`src/sv/assert_macros.svh`:
```
// assertion helpers shared by bnsh_queue and the top rtl file
// both expect signals named clk and rst in the scope where they are used
`ifndef ASSERT_MACROS_SVH
`define ASSERT_MACROS_SVH

// property must hold at every clock edge outside reset
`define BNSH_ASSERT(lbl, prop, msg) \
  lbl: assert property (@(posedge clk) disable iff (rst) (prop)) else $error(msg);

// condition must never be true at a clock edge outside reset
`define BNSH_NEVER(lbl, cond, msg) \
  lbl: assert property (@(posedge clk) disable iff (rst) !(cond)) else $error(msg);

`endif

```
`src/sv/bnsh_pkg.sv`:
```
`default_nettype none

package bnsh_pkg;

  // field widths
  localparam int unsigned IDX_W = 10;
  localparam int unsigned LEN_W = 31;

  // arithmetic widths in the front pipeline
  localparam int unsigned DIFF_W = 33;
  localparam int unsigned PROD_W = 49;
  localparam int unsigned DOT_W  = 51;
  localparam int unsigned SQ_W   = 64;
  localparam int unsigned SUM_W  = 66;
  localparam int unsigned AA_W   = 62;

  // front pipeline depth and the width of its occupancy count
  localparam int unsigned FRONT_STAGES = 6;
  localparam int unsigned INFL_W       = 3;

  // register file
  localparam int unsigned ADDR_W      = 3;
  localparam int unsigned REG_IDX_BIT = 2;
  localparam logic REG_MAX_LENGTH  = 1'b0;
  localparam logic REG_BEAM_MARGIN = 1'b1;

  localparam logic [LEN_W-1:0] LEN_MAX      = 31'h7FFF_FFFF;
  localparam logic [LEN_W-1:0] MARGIN_RESET = 31'd65536;

  // item kinds
  localparam logic OP_SHOT = 1'b0;
  localparam logic OP_BODY = 1'b1;

  // classified item handed from front to back
  typedef struct packed {
    logic             op;
    logic             last;
    logic [IDX_W-1:0] idx;
    logic [LEN_W-1:0] val;   // range on a shot, along distance on a body
    logic             ok;    // body in front, alive, not shooter, along distance within 31 bits, inside the beam
  } mid_entry_t;

  typedef struct packed {
    logic             hit;
    logic [IDX_W-1:0] hit_index;
    logic [LEN_W-1:0] beam_length;
  } result_t;

  typedef struct packed {
    logic full;
    logic empty;
  } q_status_t;

endpackage

`default_nettype wire

```
`src/sv/bnsh_queue.sv`:
```
`default_nettype none

`include "assert_macros.svh"

module bnsh_queue #(
  parameter int WIDTH = 1,
  parameter int DEPTH = 2
) (
  input  logic                         clk,
  input  logic                         rst,
  input  logic                         wr,
  input  logic [WIDTH-1:0]             wdata,
  input  logic                         rd,
  output logic [WIDTH-1:0]             rdata,
  output bnsh_pkg::q_status_t          status,
  output logic [$clog2(DEPTH+1)-1:0]   count
);

  localparam int AW = $clog2(DEPTH);
  localparam int CW = $clog2(DEPTH+1);

  logic [WIDTH-1:0] slots [DEPTH];
  logic [AW-1:0]    wptr;
  logic [AW-1:0]    rptr;

  // storage
  always_ff @(posedge clk) begin
    if (wr) begin
      slots[wptr] <= wdata;
    end
  end

  // pointers and fill count
  always_ff @(posedge clk) begin
    if (rst) begin
      wptr  <= '0;
      rptr  <= '0;
      count <= '0;
    end else begin
      if (wr) begin
        wptr <= (wptr == AW'(DEPTH-1)) ? '0 : wptr + 1'b1;
      end
      if (rd) begin
        rptr <= (rptr == AW'(DEPTH-1)) ? '0 : rptr + 1'b1;
      end
      case ({wr, rd})
        2'b10:   count <= count + 1'b1;
        2'b01:   count <= count - 1'b1;
        default: count <= count;
      endcase
    end
  end

  assign rdata        = slots[rptr];
  assign status.full  = (count == CW'(DEPTH));
  assign status.empty = (count == '0);

  `BNSH_NEVER(a_no_overflow, wr && status.full, "queue written while full")
  `BNSH_NEVER(a_no_underflow, rd && status.empty, "queue read while empty")
  `BNSH_ASSERT(a_count_up, !$past(rst) && $past(wr) && !$past(rd) |-> count == $past(count) + 1'b1, "queue count did not follow a write")

endmodule

`default_nettype wire

```
`config.mk`:
```
export PLATFORM = sky130hd
export DESIGN_NAME = bnsh_queue
export DESIGN_NICKNAME = d
export VERILOG_FILES = /design/src/sv/bnsh_pkg.sv /design/src/sv/bnsh_queue.sv
export VERILOG_INCLUDE_DIRS = /design/src /design/src/sv
export SDC_FILE = /design/constraint.sdc
export NUM_CORES = 1
export LEC_CHECK = 0
export BUFFER_PORTS_ARGS = -buffer_cell sky130_fd_sc_hd__buf_2
export CAP_MARGIN = 20
export CORE_AREA = 2 2 39 41
export DETAILED_ROUTE_END_ITERATION = 8
export DIE_AREA = 0 0 41 43
export GPL_ROUTABILITY_DRIVEN = 0
export PLACE_DENSITY = 0.45
export SYNTH_ARGS = -nofsm -noshare
export SYNTH_HDL_FRONTEND = slang
export SYNTH_SLANG_ARGS = --single-unit
```
`constraint.sdc`:
```
create_clock -name clk -period 0.91 [get_ports clk]
set_input_delay 0.0455 -clock clk [delete_from_list [all_inputs] [get_ports clk]]
set_output_delay 0.0455 -clock clk [all_outputs]
set_load 0.01 [all_outputs]
```
---- After elaboration in Yosys (flattened, before gate mapping) ----
Memory sizes are Yosys's and may differ from the RTL's. A register that Yosys moved wholly into a read port is not among the register bits.
Cells that the tools add are included.
storage, ports and cells
  register bits ........................... 4
  bits in latches ......................... 0
  RAM bits ................................ 2
  ROM bits ................................ 0
  input port bits ......................... 5
  output and inout bits ................... 5
  logic and storage cells ................. 20
  memories kept ........................... 1
memory list
  name   words  bits a word  read ports  clocked after Yosys merged registers in  wr ports  RTL line          RTL
  slots  2      1            1           1                                        1         bnsh_queue.sv:22  logic [WIDTH-1:0] slots [DEPTH];
operators by class
  add/sub/neg operators ................... 4
  multipliers ............................. 0
  divide/modulo/power cells ............... 0
  order comparisons ....................... 0
  equality and inequality tests ........... 3
  shift-type cells ........................ 0
  muxes and demuxes ....................... 7
  bitwise operators ....................... 0
  reduce and logical (&&, ||, !) cells .... 2
operator list
  operator               count
  $mux W1                6
  $eq A2 B2 Y1 const B   2
  $pmux W2 S2            1
  $add A1 B1 Y1 const B  2
  $add A2 B1 Y2 const B  1
  $eq A2 B1 Y1 const B   1
  $logic_not A2 Y1       1
  $reduce_bool A2 Y1     1
  $sub A2 B1 Y2 const B  1

---- Logic depth before layout (Yosys ltp) ----
Gate-level depths: netlist of run 1.
  depth after elaboration ................. 4
  mapped depth ............................ 5
  mapped depth without buffers ............ 5

---- Least setup slack after synthesis of run 1 ----
OpenSTA, ideal clock, no wires.
  path kind ............................... reg-to-reg
  start point ............................. register count[0]
  end point ............................... register count[1]
  library setup time ...................... 70 ps
  arrival time ............................ 945 ps
  data required time ...................... 840 ps
  setup slack ............................. -105 ps
  stages on the path, launching flop included .. 4
  buffers on the path ..................... 0
  clock period less this slack ............ 1015 ps
  cell sequence ........................... dfxtp_1 > xnor2_1 > or3_1 > a21oi_1
on the way
  cells in the longest elaborated chain, start to end .. 2
  elaborated cells between the ends (all ways) .. 3
  classes of those cells .................. add/sub: 2; mux: 1
RTL lines
  item                                            RTL line                            RTL
  start: declaration                              bnsh_queue.sv:16                    output logic [$clog2(DEPTH+1)-1:0] count
  start signal: assignment                        bnsh_queue.sv:47                    2'b10: count <= count + 1'b1;
  start signal: assignment                        bnsh_queue.sv:48                    2'b01: count <= count - 1'b1;
  start signal: assignment                        bnsh_queue.sv:49                    default: count <= count;
  $sub A2 B1 Y2 or $add A2 B1 Y2 (tied branches)  bnsh_queue.sv:48, bnsh_queue.sv:47
  $pmux W2 S2 *                                   bnsh_queue.sv:46                    case ({wr, rd})
Every way passes the cells marked *; elsewhere a longest branch is shown, timed or not.
A chain may end at the register's enable or synchronous reset.

==> flow_results.org, run 1 <==
** Route
- The first TritonRoute pass finished after 3 iterations.
- Mean routed wirelength per cell :: 9.74 microns
- Total wire length after detailed routing :: 594 microns
- Detail Route Antenna Nets :: 0
- Across all layers, the routed design uses 245 vias.
- Dividing the detail-routed via count by the number of cells gives 4.02.
- In the routed design, unresolved DRC markers number 0.
- Violation count after the first detailed-routing iteration :: 3

** Setup path
- Data required time at the worst endpoint :: 0.86 ns
- R2R Path Start :: count[0]$_SDFFE_PP0P_
- Depth of the most critical reg-to-reg path :: 3
- Largest fanout on the critical path :: 3
- Reg-to-reg slack, setup :: -0.09 ns
- Data on the critical path arrives at its endpoint at 1.02 ns.
- Reg2reg end :: count[1]$_SDFFE_PP0P_
- Critical setup path kind :: register to primary output
- The worst setup path is launched from a register.
- Sort of element at the end of the critical path :: primary output

** Outcome
- The checks that failed: negative setup slack.
- The flow ran to the end, but the final reports show violations.

** Clocking
- CTS placed an instance of sky130_fd_sc_hd__clkbuf_4 at the clock tree root.
- The clock net in this run drives a total of 7 sinks.
- Clock-pin slew was measured on the worst setup and hold paths at 0.05 ns.
- TritonCTS clock tree :: yes
- CTS max path bufs :: 2
- CTS built an H-tree with a depth of 1.
- Clock buffers created by TritonCTS :: 3
- For the worst-skew pair, the clock arrives at the later sink with an insertion delay of 0.25 ns.

** Floorplanning
- The floorplan step defined a die boundary enclosing 1760 sq um.
- Ports :: 10
- After floorplanning, the core was divided into 14 placement rows.
- The die is 41 microns wide.
- The core region is 1380 sq um.
- Die span in y :: 43 microns
- The initial utilization of the core area, before any placement, comes to 20.0%.

** Final layout
- Commonest cells after routing, fill and taps aside :: sky130_fd_sc_hd__nor2_1, sky130_fd_sc_hd__buf_2, sky130_fd_sc_hd__buf_4
- From synthesis to final layout, the design area changed by 66.1%.
- Filler cells :: 152
- In the final layout, flip-flops and latches occupy 166 sq um.
- The net count of the finished layout is 52.
- In the final layout, the multi-input gates occupy 120 sq um.
- Cells with a size suffix above 1 make up 53.3% of the layout.
- Number of antenna diodes :: 0

** Hold path
- The worst hold path begins at rst.
- Endpoint with the worst hold slack :: count[1]$_SDFFE_PP0P_
- In this run the worst hold path is classified as primary input to register.
- Along the worst hold path, the cell count comes to 2.

** GRT
- Summed over all layers, the global routing overflow is 0.
- Antenna violations before repair :: 0
- Total routing resource utilization after global routing :: 9.47%
- Global routing consumed, on the met2 layer, 10.3% of the routing resources.
- For met1 alone, demand over resource in global routing was 12.0%.
- Layer with the highest usage after global routing :: met1
- Via count of the first global-routing pass :: 230
- Met3 usage in global routing :: 9.42%
- Entering global routing, the biggest net connects 6 pins.
- Global-route wire length before repair :: 1040 microns

** Flow run
- Max capacitance violation total :: 0

** Pwr
- In this run, the combinational gates consume 25.9% of the power.
- In this run, flip-flops and latches consume 42.5% of the power.
- The internal power of the cells totals 0.000662 W.
- Fraction of power spent switching nets :: 25.4%
- Highest ir drop seen on vdd :: 851 uV
- The analysis attributes to net switching a power of 0.000226 W.
- For this design the ratio of total power to cell area is 1930 nW/um^2.
- The clock network is responsible for 31.5% of the overall power.
- Summing internal, switching and leakage power gives 0.000888 W.
- Summed over all cells, the static leakage comes to 0.209 nW.

** STA
- Time the worst path needs with I/O delays and setup :: 1.06 ns
- Upper clock frequency limit :: 943 MHz
- In the final timing run, aggregate negative setup slack is -0.500 ns.
- Unrepaired setup endpoints after global routing :: yes
- At the pin with the least slew margin, the transition time is 0.264 ns.
- The number of max-slew violations in the final report was 0.
- The worst pin sits at a relative slew slack of 82.2%.
- Clock skew on the completed layout was measured at 0.00212 ns.
- Final hold violations :: 0
- Setup violations remaining at the end of the flow were counted as 5.
- Final setup slack of the worst path :: -0.151 ns
- Final worst path period share :: 117%

** Yosys
- Library cell occupying the most area in the post-synthesis netlist :: sky130_fd_sc_hd__dfxtp_1
- Synth Net Count :: 31
- The share of the Yosys chip area taken by registers is 57.9%.
- Yosys attributes the largest share of cell area to sky130_fd_sc_hd__dfxtp_1, sky130_fd_sc_hd__edfxtp_1, sky130_fd_sc_hd__xnor2_1.
- Flip-flop and latch count after synthesis :: 7
- Synthesized instance count :: 25
- Summing every instance area after synthesis gives 277 sq um.
- The Yosys step of the flow raised 0 warnings.
- Number of distinct library cell variants in the gate-level netlist after synthesis :: 13
- Share of the synthesized area in the top cell type :: 36.2%
- Mean Syn Cell Area :: 11.1 sq um

** Place
- Total of buffers placed on input and output ports :: 9
## layer usage
| metal | wire (microns) | vias up |
|---|---|---|
| met5 | 0 | - |
| met3 | 76 | 0 |
| met2 | 254 | 14 |
| li1 | - | 122 |
| met4 | 0 | 0 |
| met1 | 264 | 109 |
## how the worst max path moves through the flow
stage	from	endpoint	slack [ns]	cells after the start
2_1_floorplan	count[0]$_SDFFE_PP0P_	count[1]$_SDFFE_PP0P_	-0.03	3
3_3_place_gp	wr	count[1]$_SDFFE_PP0P_	-0.09	5
3_5_place_dp	wr	count[1]$_SDFFE_PP0P_	-0.10	6
4_1_cts	slots[1]$_DFFE_PP_	rdata	-0.16	2
5_1_grt	count[0]$_SDFFE_PP0P_	status[1]	-0.20	3
6_report	count[0]$_SDFFE_PP0P_	status[1]	-0.15	3
## cell type report
cell class | count | share of cell area, %
Clock buffer | 4 | 5.72
Inverter | 1 | 0.817
Multi-Input combinational cell | 17 | 26.2
Sequential cell | 7 | 36.2
Tap cell | 16 | 4.36
Timing Repair Buffer | 16 | 26.7
## Yosys cell counts
library cell and n:
sky130_fd_sc_hd__xnor2_1 3, sky130_fd_sc_hd__ha_1 1, sky130_fd_sc_hd__or3_1 1, sky130_fd_sc_hd__edfxtp_1 2, sky130_fd_sc_hd__dfxtp_1 5, sky130_fd_sc_hd__inv_1 1, sky130_fd_sc_hd__and2_1 1, sky130_fd_sc_hd__o21ai_0 1
sky130_fd_sc_hd__nor2_1 6, sky130_fd_sc_hd__xor2_1 1, sky130_fd_sc_hd__a21oi_1 1, sky130_fd_sc_hd__and2b_2 1, sky130_fd_sc_hd__mux2_2 1
## through the flow
step | worst slack (ns) | area (sq um) | utilization [%] | hold slack, ns | instances
finish | -0.151 | 459 | 33.2 | 0.0222 | 61
global route | -0.200 | 459 | 33.2 | 0.0149 | 61
CTS | -0.162 | 454 | 32.8 | 0.00143 | 61
detailed placement | -0.104 | 383 | 27.7 | 0.247 | 55
global placement | -0.0868 | 383 | 27.7 | 0.238 | 55
floorplan | -0.0283 | 280 | - | 0.108 | 25
## repair_timing
item,CTS,global route
setup endpoints to repair,5,6
hold buffers,1,0
endpoints found under the hold margin,2,0
gates resized for setup,6,2
pin swaps,0,0
setup buffers,1,0
## cell families after synthesis
family	count (synthesis)	synth area share [%]
AO/OA/AOI/OAI	2	3.62
XOR/XNOR	4	12.7
adder cells (fa/ha/maj)	1	4.52
buffers and inverters	1	1.36
flip-flops	7	57.9
multiplexers	1	4.07
AND/OR/NAND/NOR	9	15.8
## power groups by stage
stage / sequential, W / combinational, W / clock [W]
finish: 0.000378 / 0.000230 / 0.000280
global route: 0.000380 / 0.000255 / 0.000324
CTS: 0.000376 / 0.000226 / 0.000298
detailed placement: 0.000379 / 0.000180 / 0
global placement: 0.000377 / 0.000176 / 0
floorplan: 0.000390 / 0.0000820 / 0
## worst max-delay path, stage by stage (launching register included)
cell                      delay (ns)
sky130_fd_sc_hd__dfxtp_4        0.35
sky130_fd_sc_hd__buf_6          0.09
sky130_fd_sc_hd__and2b_2        0.21
sky130_fd_sc_hd__buf_6          0.12
No activity file was read; power rests on OpenSTA's default activity.
==> inputs of run 2 (changes only) <==
==> constraint.sdc (replaced) <==
create_clock -name clk -period 0.9 [get_ports clk]
set_input_delay 0.045 -clock clk [delete_from_list [all_inputs] [get_ports clk]]
set_output_delay 0.045 -clock clk [all_outputs]
set_load 0.01 [all_outputs]
==> run 2 against run 1 <==
Effect of this change: the flow still finishes with violations (negative setup slack); hold slack better by 0.11 ns; die area is the same; non-clock buffer count rose by 1; clock-buffer cell count stayed put; sequential power barely moved; wire length is 6.2% lower; via count is 3.7% lower; global-route usage is 1.3 points lower; clock skew increased by 0.0048 ns; worst setup slack got worse by 0.021 ns; first-iteration DRC count is 100% lower; register-to-register slack better by 0.02 ns.
==> flow_results.org, run 2 (synthesis results as in run 1) <==
** Clocking
- Clock root buffer :: sky130_fd_sc_hd__clkbuf_4
- CTS max path bufs :: 2
- Total number of H-tree levels :: 1
- TritonCTS created 3 clock buffers.
- TritonCTS built the clock tree.
- Clock insertion delay at the later pin of the skew report :: 0.25 ns
- Clock-pin slew was measured on the worst setup and hold paths at 0.05 ns.
- The clock net in this run drives a total of 7 sinks.

** GRT
- Total routing resource utilization after global routing :: 8.15%
- The via count of the first global-routing pass was 234.
- Pin count of the biggest net entering global routing :: 6
- The total overflow left after global routing is 0.
- The first global-routing pass estimated 876 microns of wire.
- Antenna violations before repair :: 0

** Final layout
- Cells with a size suffix above 1 make up 47.8% of the layout.
- Commonest cells after routing, fill and taps aside :: sky130_fd_sc_hd__nor2_1, sky130_fd_sc_hd__buf_2, sky130_fd_sc_hd__buf_6
- Number of antenna diodes :: 0
- Count of non-filler cells in the finished layout :: 62
- Total number of nets in the final design :: 53
- From synthesis to final layout, the design area changed by 69.2%.

** Route
- Dividing the detail-routed wire length by the instance count gives 8.98 microns.
- Violation count after the first detailed-routing iteration :: 0
- For this run, the detailed router's first-pass iteration total came to 1.
- Via density per instance :: 3.81
- After detailed routing, the total wire length is 557 microns.
- For this run, design rule violations remaining after detail routing come to 0.
- Detail Route Antenna Nets :: 0
- For this block, the via count after detailed routing is 236.

** STA
- Setup violation total in the final timing report :: 4
- The worst path uses 119% of the clock period.
- At the pin with the least slew margin, the transition time is 0.177 ns.
- Final hold violations :: 0
- Upper clock frequency limit :: 933 MHz
- The smallest clock period supported by the final layout is computed as 1.07 ns.
- Clock skew on the completed layout was measured at 0.00689 ns.
- Setup repair after global routing could not meet its margin everywhere.
- Hold slack final :: 0.135 ns
- Final setup slack of the worst path :: -0.172 ns
- The worst pin sits at a relative slew slack of 88.1%.
- Final Slew Violations :: 0

** Pwr
- Highest ir drop seen on vdd :: 657 uV
- Net Sw Power :: 0.000221 W
- The internal power of the cells totals 0.000675 W.
- Fraction of power spent switching nets :: 24.7%
- Clock network power share :: 31.3%
- Share of total power in combinational logic :: 26.2%
- Final Total Pwr :: 0.000896 W
- Seq pwr share :: 42.4%
- In this run the power density over the cells is 1910 nW/um^2.
- Leakage :: 0.210 nW

** Hold path
- Hold/Removal Path Class :: primary input to register

** Setup path
- Along the worst path, the maximum fanout reaches 4.
- Data on the critical path arrives at its endpoint at 1.03 ns.
- Data required time at the worst endpoint :: 0.85 ns
- The critical path is of the register to primary output type.
- The worst setup path is captured at a primary output.
- The worst setup path is launched from a register.

** Floorplanning
- Initial Util :: 20.0%
- Die outline width :: 41 microns
- Area of the core :: 1380 sq um
- 10 I/O pins were placed.
- Row count :: 14
- The die covers 1760 sq um.
- The die is 43 microns tall.

** Place
- Dpl ws :: -0.133 ns
- Buffers placed on the I/O ports in this run total 9.
- Placed Cells :: 55

** Outcome
- Result of the run :: finished with violations
- The final reports fail on negative setup slack.

** Flow run
- The tool flagged a number of max-cap violations equal to 0.
==> run 2: cell types whose count changed in the layout (fill, tap and decap cells not counted), sizes merged <==
cell | previous run | this run
dlygate4sd3 | 1 | 2
==> run 2: stage by stage <==
step           setup TNS (ns)  utilization [%]  instance area [sq um]
2_1_floorplan         -0.0383                -                    280
6_report               -0.449             33.8                    468
4_1_cts                -0.515             32.8                    454
3_5_place_dp           -0.162             27.7                    383
5_1_grt                -0.661             33.8                    468
3_3_place_gp           -0.115             27.7                    383
==> run 2: layout make-up <==
type                    instances  area (sq um)
multi-input cells              17           113
repair buffers                 17           140
flip-flops and latches          7           165
clock buffers                   4          26.3
fillers                       145           916
inverters                       1          3.75
well taps                      16          20.0
==> run 2: final timing paths <==
path,start,endpoint,slack [ns],cells past startpoint
worst max-delay path,count[0]$_SDFFE_PP0P_,status[1],-0.17,3
worst min-delay path,wr,wptr$_SDFFE_PP0P_,0.14,4
worst max register to register,count[0]$_SDFFE_PP0P_,count[1]$_SDFFE_PP0P_,-0.07,3
worst min register to register,rptr$_SDFFE_PP0P_,register,0.52,2
==> run 2: worst max-delay path: stages, from the launching register on <==
cell	delay, ns
sky130_fd_sc_hd__dfxtp_4	0.35
sky130_fd_sc_hd__buf_6	0.10
sky130_fd_sc_hd__and2b_2	0.21
sky130_fd_sc_hd__buf_6	0.11
==> run 2: power groups by stage <==
stage / registers, W / logic (W) / clock network [W]
5_1_grt: 0.000384 / 0.000256 / 0.000320
3_5_place_dp: 0.000383 / 0.000183 / 0
3_3_place_gp: 0.000381 / 0.000179 / 0
6_report: 0.000380 / 0.000235 / 0.000281
2_1_floorplan: 0.000394 / 0.0000829 / 0
4_1_cts: 0.000379 / 0.000218 / 0.000301
==> run 2: per-layer routing <==
layer / global-route usage, % / share of wire [%]
met1: 8.09 / 39
met2: 10.9 / 47
met3: 6.28 / 12
met4: 6.00 / 2.2
met5: 0 / 0
==> run 2: repair_timing <==
| action | 4_1_cts | 5_1_grt |
|---|---|---|
| resized for setup | 4 | 3 |
| setup buffers | 1 | 0 |
| hold buffers | 2 | 0 |
| pin swaps | 1 | 1 |
| endpoints found under the hold margin | 5 | 0 |
| endpoints found under the setup margin | 5 | 7 |
==> inputs of run 3 (changes only) <==
--- a/config.mk
+++ b/config.mk
@@ -12,7 +12,8 @@
 export DETAILED_ROUTE_END_ITERATION = 8
 export DIE_AREA = 0 0 41 43
 export GPL_ROUTABILITY_DRIVEN = 0
-export PLACE_DENSITY = 0.45
+export PLACE_DENSITY = 0.44
+export SKIP_CTS_REPAIR_TIMING = 1
 export SYNTH_ARGS = -nofsm -noshare
 export SYNTH_HDL_FRONTEND = slang
 export SYNTH_SLANG_ARGS = --single-unit
==> constraint.sdc (replaced) <==
create_clock -name clk -period 1.1 [get_ports clk]
set_input_delay 0.055 -clock clk [delete_from_list [all_inputs] [get_ports clk]]
set_output_delay 0.055 -clock clk [all_outputs]
set_load 0.1 [all_outputs]
==> run 3 against run 2 <==
Effect of this change: the run still ends with negative setup slack left; register-to-register slack better by 0.17 ns; first-iteration DRC count is 1 higher; wire length is 2.9% higher; sequential cell count stayed put; clock skew is 0.0067 ns lower; final cell count is 8.1% lower; sequential share of layout area is 2.3 points lower; critical endpoint is now rdata; combinational power is 94% higher; highest routed layer is now met3.
==> flow_results.org, run 3 (synthesis results as in run 1) <==
** Outcome
- Result of the run :: finished with violations
- Failing checks :: negative setup slack

** STA
- Worst max-slew margin expressed relative to the limit :: 87.4%
- Final hold violations :: 0
- In the post-route analysis, the smallest setup slack over all paths is -0.00893 ns.
- Static timing analysis puts the maximum clock frequency at 902 MHz.
- Setup repair after global routing could not meet its margin everywhere.
- Dividing the final minimum period by the clock period gives 101%.
- Setup violation total in the final timing report :: 1
- The number of max-slew violations in the final report came to 0.
- Clock skew on the completed layout was measured at 0.000231 ns.
- For the pin with the worst max-slew slack, the measured transition is 0.188 ns.
- Subtracting the final worst setup slack from the clock period gives 1.11 ns.

** Setup path
- The critical path is of the register to primary output type.
- Crit path launch type :: register
- Sort of element at the end of the critical path :: primary output
- Of all nets on the critical path, the largest fanout is 1.
- Data required time at the worst endpoint :: 1.04 ns
- At the worst endpoint, the arrival time is 1.05 ns.
- The setup check on the worst reg-to-reg path leaves a slack of 0.10 ns.

** Pwr
- Seq pwr share :: 32.5%
- Cell internal power was estimated by the tool at 0.000622 W.
- Pwr/cell area :: 1990 nW/um^2
- Fraction of power spent switching nets :: 38.4%
- The worst-case IR drop observed on VDD is 613 uV.
- For this design the total switching power over the nets is 0.000387 W.
- Leakage :: 0.214 nW
- The clock network is responsible for 22.3% of the overall power.
- Overall power consumption after layout is estimated at 0.00101 W.
- Per report_power, the combinational group accounts for 45.2% of the total.

** Hold path
- The worst hold path belongs to the class primary input to register.

** Final layout
- Count of non-filler cells in the finished layout :: 57
- Compared with the post-synthesis result, the final layout area differs by 83.7%.
- Total number of nets in the final design :: 48
- The post-route netlist has 48.8% of its cells at a drive strength greater than 1.
- The finished cells cover 508 sq um.
- The number of antenna diodes in the final layout is 0.
- Leaving out fill and tap cells, the most frequent cell in the layout is sky130_fd_sc_hd__buf_12.
- The top cell types in the final layout, fill and taps aside, are sky130_fd_sc_hd__buf_12, sky130_fd_sc_hd__nor2_1, sky130_fd_sc_hd__buf_2.

** GRT
- Entering global routing, the biggest net connects 6 pins.
- Total grt overflow :: 0
- The first global-routing pass estimated 931 microns of wire.
- Antenna violations before repair :: 0
- Total routing resource utilization after global routing :: 8.58%
- Via count of the first global-routing pass :: 230

** Clocking
- In this run the deepest clock path goes through 2 buffers.
- Clock root buffer :: sky130_fd_sc_hd__clkbuf_4
- Clock edge transition at the registers on the reported setup and hold paths :: 0.05 ns
- CTS built an H-tree with a depth of 1.
- Clock latency on the worst-skew pair, taken at its later pin, is 0.24 ns.
- The clock net in this run drives a total of 7 sinks.
- Clock buffers created by TritonCTS :: 3
- TritonCTS built the clock tree.

** Place
- Port buffering added 9 buffers.
- Timing analysis after detailed placement gives a worst setup slack of -0.0118 ns.
- Including well taps, the total number of placed cells is 51.
- After detailed placement, the total cell area comes to 433 sq um.
- Detail Placement HPWL :: 440 microns

** Floorplanning
- After floorplanning, the core was sized to cover 1380 sq um.
- Row count :: 14
- Ports :: 10
- Die span in y :: 43 microns
- Die outline width :: 41 microns
- Die Outline Area :: 1760 sq um
- Initial Util :: 20.0%

** Route
- Via density per instance :: 3.93
- For this block, the via count after detailed routing is 224.
- For this run, the detailed router's first-pass iteration total came to 3.
- After detailed routing, the average wire length per cell comes to 10.1 microns.
- The count of nets left with antenna violations once routing finished came out at 0.
- DRC Markers :: 0
- In this run, the number of DRC markers left after iteration 0 of detailed routing was 1.
- Total wire length after detailed routing :: 573 microns

** Flow run
- The tool flagged a number of max-cap violations equal to 0.
run 3: cell types whose count changed in the layout (fill, tap and decap cells not counted), sizes merged:
| cell | before | now |
|---|---|---|
| buf | 15 | 11 |
| dlygate4sd3 | 2 | 1 |
run 3: through the flow:
stage / utilization (%) / TNS (ns) / hold WS (ns)
floorplan: - / -0.0171 / 0.114
global placement: 31.3 / 0 / 0.249
detailed placement: 31.3 / -0.0118 / 0.257
CTS: 33.2 / -0.155 / -0.00422
global route: 36.7 / -0.0903 / 0.0342
finish: 36.7 / -0.00893 / 0.0298
run 3: layer usage:
metal	routed length, microns	track usage (%)	vias to the layer above	part of all wire [%]
met5	0	0	-	0
met4	0	6.00	0	0
met2	303	12.2	9	53
li1	-	-	115	-
met1	213	7.52	100	37
met3	56	7.33	0	9.8
run 3: path summary, 6_finish.rpt:
path,from,to,cells after the start
worst min-delay path,rst,count[1]$_SDFFE_PP0P_,2
worst min register to register,rptr$_SDFFE_PP0P_,register,2
worst max-delay path,slots[0]$_DFFE_PP_,rdata,2
worst max register to register,count[0]$_SDFFE_PP0P_,count[1]$_SDFFE_PP0P_,3
run 3: cell type report:
type	instances	area, sq um
fillers	150	876
flip-flops and latches	7	168
repair buffers	12	158
multi-input cells	17	133
clock buffers	4	26.3
well taps	16	20.0
inverters	1	3.75
run 3: critical path, cell delays in order, from the launching register on:
cell and delay, ns:
sky130_fd_sc_hd__edfxtp_1 0.35, sky130_fd_sc_hd__mux2_4 0.29, sky130_fd_sc_hd__buf_12 0.17
run 3: power by group through the flow:
stage	Clock, W	Sequential [W]	Combinational, W
after floorplan	0	0.000404	0.000197
after global placement	0	0.000335	0.000403
after detailed placement	0	0.000337	0.000408
after CTS	0.000240	0.000332	0.000410
after global routing	0.000252	0.000332	0.000474
final	0.000225	0.000328	0.000457
